## config.mk

```make
export PLATFORM = sky130hd
export DESIGN_NAME = bqlp_coef_regs
export DESIGN_NICKNAME = d
export VERILOG_FILES = /design/src/rtl/bqlp_pkg.sv /design/src/rtl/bqlp_coef_regs.sv
export SDC_FILE = /design/constraint.sdc
export NUM_CORES = 1
export LEC_CHECK = 0
export BUFFER_PORTS_ARGS = -buffer_cell sky130_fd_sc_hd__buf_2
export CAP_MARGIN = 15
export CORE_MARGIN = 2
export CORE_UTILIZATION = 45
export DETAILED_ROUTE_END_ITERATION = 8
export PLACE_DENSITY = 0.75
export SYNTH_ARGS = -nofsm -noshare
export SYNTH_HDL_FRONTEND = slang
export SYNTH_SLANG_ARGS = --single-unit
export TNS_END_PERCENT = 50
```

## constraint.sdc

```tcl
create_clock -name clk -period 0.8 [get_ports clk]
set_input_delay 0.16 -clock clk [delete_from_list [all_inputs] [get_ports clk]]
set_output_delay 0.16 -clock clk [all_outputs]
set_load 0.02 [all_outputs]
```

## src/rtl/bqlp_pkg.sv

```systemverilog
// Shared types and constants for the biquad low-pass filter unit.
// No dependencies; imported by every module of the block.
package bqlp_pkg;

	localparam int SAMPLE_W  = 16;
	localparam int COEF_W    = 16;
	localparam int FRAC_BITS = COEF_W - 2;
	localparam int PROD_W    = SAMPLE_W + COEF_W;
	// Five products summed need three guard bits.
	localparam int ACC_W     = PROD_W + 3;
	localparam int RES_W     = ACC_W - FRAC_BITS;
	localparam int NUM_REGS  = 5;
	localparam int IDX_W     = 3;

	typedef enum logic [IDX_W-1:0] {
		REG_FEED_0 = 3'd0,
		REG_FEED_1 = 3'd1,
		REG_FEED_2 = 3'd2,
		REG_BACK_1 = 3'd3,
		REG_BACK_2 = 3'd4
	} reg_idx_t;

	typedef struct packed {
		logic signed [COEF_W-1:0] feed_0;
		logic signed [COEF_W-1:0] feed_1;
		logic signed [COEF_W-1:0] feed_2;
		logic signed [COEF_W-1:0] back_1;
		logic signed [COEF_W-1:0] back_2;
	} coef_set_t;

	typedef struct packed {
		logic signed [SAMPLE_W-1:0] x1;
		logic signed [SAMPLE_W-1:0] x2;
		logic signed [SAMPLE_W-1:0] y1;
		logic signed [SAMPLE_W-1:0] y2;
	} hist_t;

endpackage

```

## src/rtl/bqlp_coef_regs.sv

```systemverilog
// Coefficient register file of the biquad filter, written through a plain write port.
// Depends on bqlp_pkg.
module bqlp_coef_regs
	import bqlp_pkg::*;
(
	input  logic              clk,
	input  logic              arst_n,
	input  logic              cfg_wr_en,
	input  logic [IDX_W-1:0]  cfg_index,
	input  logic [COEF_W-1:0] cfg_wdata,
	output coef_set_t         coef
);

	coef_set_t coef_q;

	always_ff @(posedge clk or negedge arst_n) begin
		if (!arst_n) begin
			coef_q <= '0;
		end else if (cfg_wr_en) begin
			case (reg_idx_t'(cfg_index))
				REG_FEED_0: coef_q.feed_0 <= cfg_wdata;
				REG_FEED_1: coef_q.feed_1 <= cfg_wdata;
				REG_FEED_2: coef_q.feed_2 <= cfg_wdata;
				REG_BACK_1: coef_q.back_1 <= cfg_wdata;
				REG_BACK_2: coef_q.back_2 <= cfg_wdata;
				default: ; // Writes beyond the last register are dropped.
			endcase
		end
	end

	assign coef = coef_q;

endmodule

```

Word level (Yosys, flattened, before mapping)
Cells that the tools add are included.
W data, S select, Z words.
- register bits after elaboration: 80
- input bits: 22
- output and inout port bits: 80
- logic and storage cells: 15
- eq/ne operators: 4
- reduce and logical (&&, ||, !) cells: 6
- operator list (kind ; count):
    $reduce_and A2 Y1 ; 5
    $eq A3 B2 Y1 const B ; 2
    $eq A3 B1 Y1 const B ; 1
    $eq A3 B3 Y1 const B ; 1
    $logic_not A3 Y1 ; 1

Logic depth before layout (Yosys ltp)
Gate-level depths: netlist (run 1).
- depth in word-level cells: 2
- gate-level depth with buffers: 4
- depth with buffers taken out: 2

Least setup slack after synthesis (run 1)
Ideal clock, no wire load.
- path kind: input-to-reg
- start: input cfg_index[0]
- end: register coef_q, in the netlist coef[64]
- library setup time: 125 ps
- arrival: 1120 ps
- data required time: 675 ps
- path slack: -445 ps
- cell stages on the path: 3
- buffers on the path: 1
- cells stage by stage: nor4b_4 buf_6 mux2_2
- word-level cells in the longest chain between the ends: 2
- ends and longest elaborated chain (element ; line ; text):
    start, declared ; bqlp_coef_regs.sv:9 ; input logic [IDX_W-1:0] cfg_index,
    $logic_not A3 Y1 ; bqlp_coef_regs.sv:20 ; case (reg_idx_t'(cfg_index))
    $reduce_and A2 Y1 (no line) ; n/a ;
    end, declared ; bqlp_coef_regs.sv:14 ; coef_set_t coef_q;
No other way between the ends.
A chain may end at the register's enable or synchronous reset.

Worst setup path after layout (run 1)
- start: register coef_q, in the netlist coef[58]
- end: output coef[58] (netlist bit)
- RTL lines (element ; line ; text):
    end, declared ; bqlp_coef_regs.sv:11 ; output coef_set_t coef
No word-level cell between the ends.

==> results of run 1 <==
[synthesized netlist by cell type]
cell type  instances
nor4bb_1           1
buf_2              2
nand4b_2           1
nor4b_4            1
mux2_2            80
dfrtp_1           80
and4bb_2           2
buf_6              5
buf_4              1
[how the worst max path moves through the flow]
stage,startpoint,endpoint,slack [ps],cells after the start
final,coef[58],coef[58],-280,1
after global placement,cfg_index[1],coef[1],-540,4
after detailed placement,cfg_index[1],coef[1],-580,4
after global routing,coef[6],coef[6],-300,1
after floorplan,cfg_index[0],coef[64],-440,3
after CTS,coef[4],coef[4],-270,1
[cells by family after synthesis]
kind of cell | synth area share
muxes | 0.295
and+or+nand+nor | 0.0242
buffers and inverters | 0.0242
DFF | 0.656
[final cells by class]
type / instances / area, um^2
multi-input cells: 85 / 1230
clock buffers: 9 / 124
repair buffers: 169 / 1680
well taps: 80 / 100
fillers: 377 / 1460
clock inverters: 7 / 95.1
flip-flops and latches: 80 / 2000
[repair_timing]
item                                    CTS  global route
gates resized for setup                 183            29
pin swaps                                 3             3
buffers inserted                         29            25
endpoints found under the setup margin  144           149
hold endpoints to repair                 80             0
hold buffers                              1             0
[where the power goes]
group	internal, W	total [W]	switching, W	leakage (nW)
registers	0.00494	0.00567	0.000731	0.960
logic	0.00354	0.00581	0.00227	1.50
clock network	0.00176	0.00326	0.00150	0.110
[layer usage]
layer	share of wire	wire, um	global-route usage
met1	0.41	3470	0.274
met2	0.51	4300	0.362
met3	0.062	519	0.0571
met4	0.015	129	0.0724
met5	0	0	0
[per-stage QoR]
step                      TNS [ps]  area, um^2  hold slack, ps
after global placement      -36650        3900            22.3
after detailed placement    -38590        3900            22.4
after global routing        -31240        5230             106
after floorplan             -23190        3180            -136
final                       -27710        5230             112
after CTS                   -26170        4940            96.7
==> metrics.txt, run 1 <==
status=finished with violations; violated checks=setup timing; Inserted Clock Buffers=9; top post-synthesis cells by area=dfrtp_1 (66%), mux2_2 (30%), buf_6 (1.8%); CTS tree=yes; CTS Root Buffer Type=clkbuf_8; Mapped Nets=195; Cells after Synth=173; Reg clk slew, reported paths=80 ps; Hold Path Class=input port to flip-flop; relative slew slack=0.796; number of clock sinks=80; DRT antenna net count=0; antenna fix cells=0; crit path max fanout=2; cell count after placement=359; RSZ-0062 raised after global routing=yes; minimum clock period=1080 ps; GPL Wtd Cong=0.739; H-Tree Depth=3; GR Overflow Total=0; CP endpoint kind=primary output; FF-to-FF End=coef[38]; CP peak stage delay=430 ps; final setup vio count=149; Min-Delay Path Depth=2; Yosys cell types=9; vias in the first global route=2255; total core area=0.00668 mm^2; leading cell type in the layout, fill and taps excluded=buf_6; Avg Inst Size Synth=17.6 um^2; largest net degree at the start of global routing=37; Max VDD drop=1670 uV; Vias=2167; Final Slew Violations=0; drt total wl=8420 um; Clock Skew=0 ps; period utilization=1.35; Worst EP required=640 ps; pwr dens=2820 mW/mm^2; CP Buf/Inv Count=1; sequential share of the synthesized area=0.656; Starting Density=0.457; initial antenna violation count=0; ratio of cells with drive above 1 in the final layout=0.769; Rows=30; CP arrival=920 ps; worst skew pair latency=340 ps; Die Wd=86.3 um; non-filler instance count after layout=430; final core occ=0.782; Residual DRC=0; CP max stage cell=dfrtp_1; Top Family by Delay on Critical Path=flip-flops; Total GRT Usage=0.216; IO Pins=102; Worst Hold Path EP=coef[67]; most frequent cells in the layout=buf_6 (87), dfrtp_1 (80), mux2_4 (62); nets@finish=367; total die area=0.00745 mm^2; reg2reg path depth=3; DR pass1 iterations=4; number of I/O port buffers=101; leak pwr=2.57 nW; drt wl/cell=19.6 um; Reg2Reg Setup Slack=-250 ps; max cap viols=0; first-pass GRT wire length=12100 um; PnR worst setup slack=-278 ps; Yosys warning count=0; startpoint types=flip-flop; Hold Fails Final Rpt=0; critical-path cell list=buf_6; 1st-iter DRT viols=61; Worst Tran Pin Value=306 ps; Fmax=0.927 GHz; FF+latch count, synth=80; hold path start=cfg_wdata[3]; vias per cell=5.04; largest area contributor in the netlist=dfrtp_1; FF-to-FF Start=coef[38]; Crit Path Category=flip-flop to primary output; Setup WS pre-CTS=-575 ps; Max Buffers Root-to-Sink=2; area of the mapped netlist=0.00305 mm^2; HPWL after DPL=4610 um; Yosys top cell area share=0.656; max reg flops=80; total chip power=0.0147 W; area delta synth->final=71.3%; Die Ht=86.3 um
Power figures use the tool's default switching activity.
==> run 2: changes to the inputs <==
- GPL_TIMING_DRIVEN: unset -> 0
- PLACE_DENSITY: 0.75 -> 0.83
==> metrics.txt, run 2 (synthesized netlist as in run 1, its figures left out) <==
Die Ht=86.3 um; leak pwr=2.48 nW; GPL Wtd Cong=0.710; area delta synth->final=66.4%; Vias=2154; DRT antenna net count=0; total die area=0.00745 mm^2; Reg2Reg Setup Slack=-240 ps; internal cell power=0.00989 W; IO Pins=102; Comb power frac=0.390; status=finished with violations; CP max stage cell=dfrtp_1; ratio of cells with drive above 1 in the final layout=0.766; Inserted Clock Buffers=9; RSZ-0062 raised after global routing=yes; vias in the first global route=2204; setup tns final=-27870 ps; minimum clock period=1080 ps; pwr dens=2830 mW/mm^2; Top Family by Delay on Critical Path=flip-flops; FF-to-FF Start=coef[5]; sequential power share=0.396; CP arrival=920 ps; hold_ws=-203 ps; worst skew pair latency=330 ps; Final Slew Violations=0; clock power share=0.214; reg2reg path depth=3; FF-to-FF End=coef[5]; Hold Path Class=input port to asynchronous set/reset pin; Max VDD drop=1600 uV; Rows=30; GR Overflow Total=0; 1st-iter DRT viols=63; CP endpoint kind=primary output; vias per cell=5.06; P_sw=0.00446 W; leading cell type in the layout, fill and taps excluded=buf_6; drt total wl=8660 um; CP peak stage delay=430 ps; Starting Density=0.457; Sw Ratio=0.311; period utilization=1.35; crit path max fanout=2; number of clock sinks=80; Crit Path Category=flip-flop to primary output; Max Buffers Root-to-Sink=2; final core occ=0.760; non-filler instance count after layout=426; Total GRT Usage=0.222; fillers=390; Reg clk slew, reported paths=80 ps; first-pass GRT wire length=12400 um; Residual DRC=0; violated checks=hold timing, setup timing; PnR worst setup slack=-283 ps; CTS tree=yes; cell count after placement=355; CP Buf/Inv Count=1; Worst Tran Pin Value=520 ps; Hold Fails Final Rpt=39; most frequent cells in the layout=buf_6 (83), dfrtp_1 (80), buf_4 (55); startpoint types=flip-flop; number of I/O port buffers=101; max reg flops=80; antenna fix cells=0; Die Wd=86.3 um; critical-path cell list=buf_6; Worst EP required=640 ps; total core area=0.00668 mm^2; Non-Filler Cell Area, Final=0.00507 mm^2; Clock Skew=0 ps; largest net degree at the start of global routing=42; H-Tree Depth=3; CTS Root Buffer Type=clkbuf_8; drt wl/cell=20.3 um; max cap viols=0; relative slew slack=0.654; final setup vio count=152; nets@finish=363; Critical path origin=coef[62]; Fmax=0.923 GHz; placed cell area=0.00381 mm^2; initial antenna violation count=0; HPWL after DPL=4410 um; DR pass1 iterations=4
-- run 2: power groups by stage --
stage,clock network [W],registers [W],logic [W]
after floorplan,0,0.00657,0.00105
after global placement,0,0.00543,0.00339
after detailed placement,0,0.00547,0.00347
after CTS,0.00313,0.00555,0.00481
after global routing,0.00331,0.00576,0.00587
final,0.00307,0.00568,0.00560
-- run 2: cell type report --
class | count | area [um^2] | area share
buffer | 8 | 116 | 0.0229
multi-input combinational | 85 | 1160 | 0.229
clock inverter | 4 | 52.6 | 0.0104
timing repair buffer | 157 | 1490 | 0.293
sequential | 80 | 2000 | 0.394
clock buffer | 12 | 155 | 0.0306
tap | 80 | 100 | 0.0197
-- run 2: layer usage --
layer / share of wire / wire, um / GRT usage / up-vias
met5: 0 / 0 / 0 / -
met4: 0.013 / 111 / 0.0753 / 0
met3: 0.061 / 526 / 0.0648 / 10
met2: 0.52 / 4500 / 0.356 / 85
met1: 0.41 / 3520 / 0.292 / 1104
li1: - / - / - / 955
-- run 2: stage by stage --
step | setup slack (ps) | total power [W]
after floorplan | -445 | 0.00761
after global placement | -923 | 0.00882
after detailed placement | -867 | 0.00895
after CTS | -271 | 0.0135
after global routing | -317 | 0.0149
final | -283 | 0.0143
-- run 2: worst max path at each step --
stage | end | depth (start not counted)
detailed placement | coef[66] | 4
global placement | coef[50] | 1
CTS | coef[77] | 1
floorplan | coef[64] | 3
global route | coef[62] | 1
finish | coef[62] | 1
-- run 2: timing repair --
item	4_1_cts	5_1_grt
endpoints found under the setup margin	154	150
setup buffers	29	25
gates resized for setup	155	42
gates cloned	1	0
hold endpoints to repair	39	39
pin swaps	2	2
==> run 3: changes to the inputs <==
- CELL_PAD_IN_SITES_DETAIL_PLACEMENT: unset -> 0
- CELL_PAD_IN_SITES_GLOBAL_PLACEMENT: unset -> 2
- CORE_UTILIZATION: 45 -> 37
- PLACE_DENSITY: 0.83 -> 0.92
- clock period: 0.8 -> 1.3 ns (I/O delays scaled with it)
==> metrics.txt, run 3 (synthesized netlist as in run 1, its figures left out) <==
status=complete, no violations; FF+latch area=0.00200 mm^2; area delta synth->final=30.4%; Starting Density=0.377; fillers=767; Max VDD drop=826 uV; drt wl/cell=16.8 um; Die Wd=94.8 um; vias in the first global route=1901; worst skew pair latency=330 ps; Residual DRC=0; GR Overflow Total=0; P_sw=0.00227 W; CTS Root Buffer Type=clkbuf_8; drt total wl=6640 um; CP arrival=1430 ps; HPWL after DPL=4590 um; Rows=33; Clock Skew=0 ps; Multi-input gate area=975 um^2; Worst Tran Pin Value=332 ps; DRT antenna net count=0; non-filler instance count after layout=396; Fmax=0.825 GHz; 1st-iter DRT viols=54; Comb power frac=0.269; internal cell power=0.00523 W; hold_ws=207 ps; initial antenna violation count=0; nets@finish=310; CP endpoint kind=flip-flop; cell count after placement=380; CTS tree=yes; Worst EP required=1520 ps; IO Pins=102; DR pass1 iterations=2; Vias=1863; number of I/O port buffers=101; ratio of cells with drive above 1 in the final layout=0.718; leading cell type in the layout, fill and taps excluded=buf_2; startpoint types=input port; Total GRT Usage=0.157; Inserted Clock Buffers=9; leak pwr=1.91 nW; setup tns final=0 ps; RSZ-0062 raised after global routing=no; number of clock sinks=80; antenna fix cells=0; Die Ht=94.8 um; minimum clock period=1210 ps; Sw Ratio=0.303; period utilization=0.933; total core area=0.00809 mm^2; pwr dens=1880 mW/mm^2; largest net degree at the start of global routing=60; final setup vio count=0; vias per cell=4.70; clock power share=0.293; Hold Path Class=input port to flip-flop; sequential power share=0.438; first-pass GRT wire length=10400 um; max cap viols=0; relative slew slack=0.778; total chip power=0.00750 W; total die area=0.00899 mm^2; Final Slew Violations=0; most frequent cells in the layout=buf_2 (101), mux2_2 (80), dfrtp_1 (80); crit path max fanout=10; GPL Wtd Cong=0.689; max reg flops=80; Hold Fails Final Rpt=0; Max Buffers Root-to-Sink=2; Crit Path Category=input port to flip-flop; H-Tree Depth=3; Reg clk slew, reported paths=80 ps
-- run 3: worst max-delay path, cell delays in order --
cell      delay (ps)
buf_2            130
nand4b_2         390
buf_2            340
mux2_2           300
-- run 3: per-stage QoR --
stage / worst slack (ps) / instance area, um^2 / utilization
2_1_floorplan: -44.5 / 3050 / -
3_3_place_gp: -589 / 3690 / 0.456
3_5_place_dp: -470 / 3720 / 0.459
4_1_cts: 8.09 / 3990 / 0.493
5_1_grt: 23.3 / 3980 / 0.492
6_report: 87.6 / 3980 / 0.492
-- run 3: layout make-up --
type	instances	area share
plain buffers	7	0.0173
clock buffers	11	0.0381
clock inverters	3	0.0226
multi-input cells	85	0.245
flip-flops and latches	80	0.503
well taps	105	0.0330
repair buffers	105	0.141
-- run 3: final timing paths --
| check | slack (ps) | end | start | cells past startpoint |
|---|---|---|---|---|
| max | 90 | coef[24] | cfg_index[2] | 4 |
| min | 210 | coef[25] | cfg_wdata[9] | 2 |
| max reg2reg | 530 | coef[39] | coef[39] | 1 |
| min reg2reg | 500 | coef[30] | coef[30] | 1 |
| max in group asynchronous | 350 | coef[7] | arst_n | 3 |
| min in group asynchronous | 360 | coef[3] | arst_n | 2 |
-- run 3: power groups by stage --
stage	Sequential (W)	Clock (W)	Combinational (W)
after floorplan	0.00403	0	0.000523
after global placement	0.00331	0	0.00200
after detailed placement	0.00334	0	0.00205
after CTS	0.00329	0.00227	0.00205
after global routing	0.00336	0.00239	0.00215
final	0.00328	0.00220	0.00202
-- run 3: what timing repair did --
item / 4_1_cts / 5_1_grt
hold buffers: 1 / 0
pin swaps: 1 / 0
setup buffers: 2 / 0
endpoints found under the hold margin: 21 / 0
endpoints found under the setup margin: 20 / 10
gates resized for setup: 1 / 0
-- run 3: metal layers --
layer	share of wire	track usage
met1	0.43	0.202
met5	0	0
met3	0.050	0.0343
met4	0.025	0.0797
met2	0.50	0.251
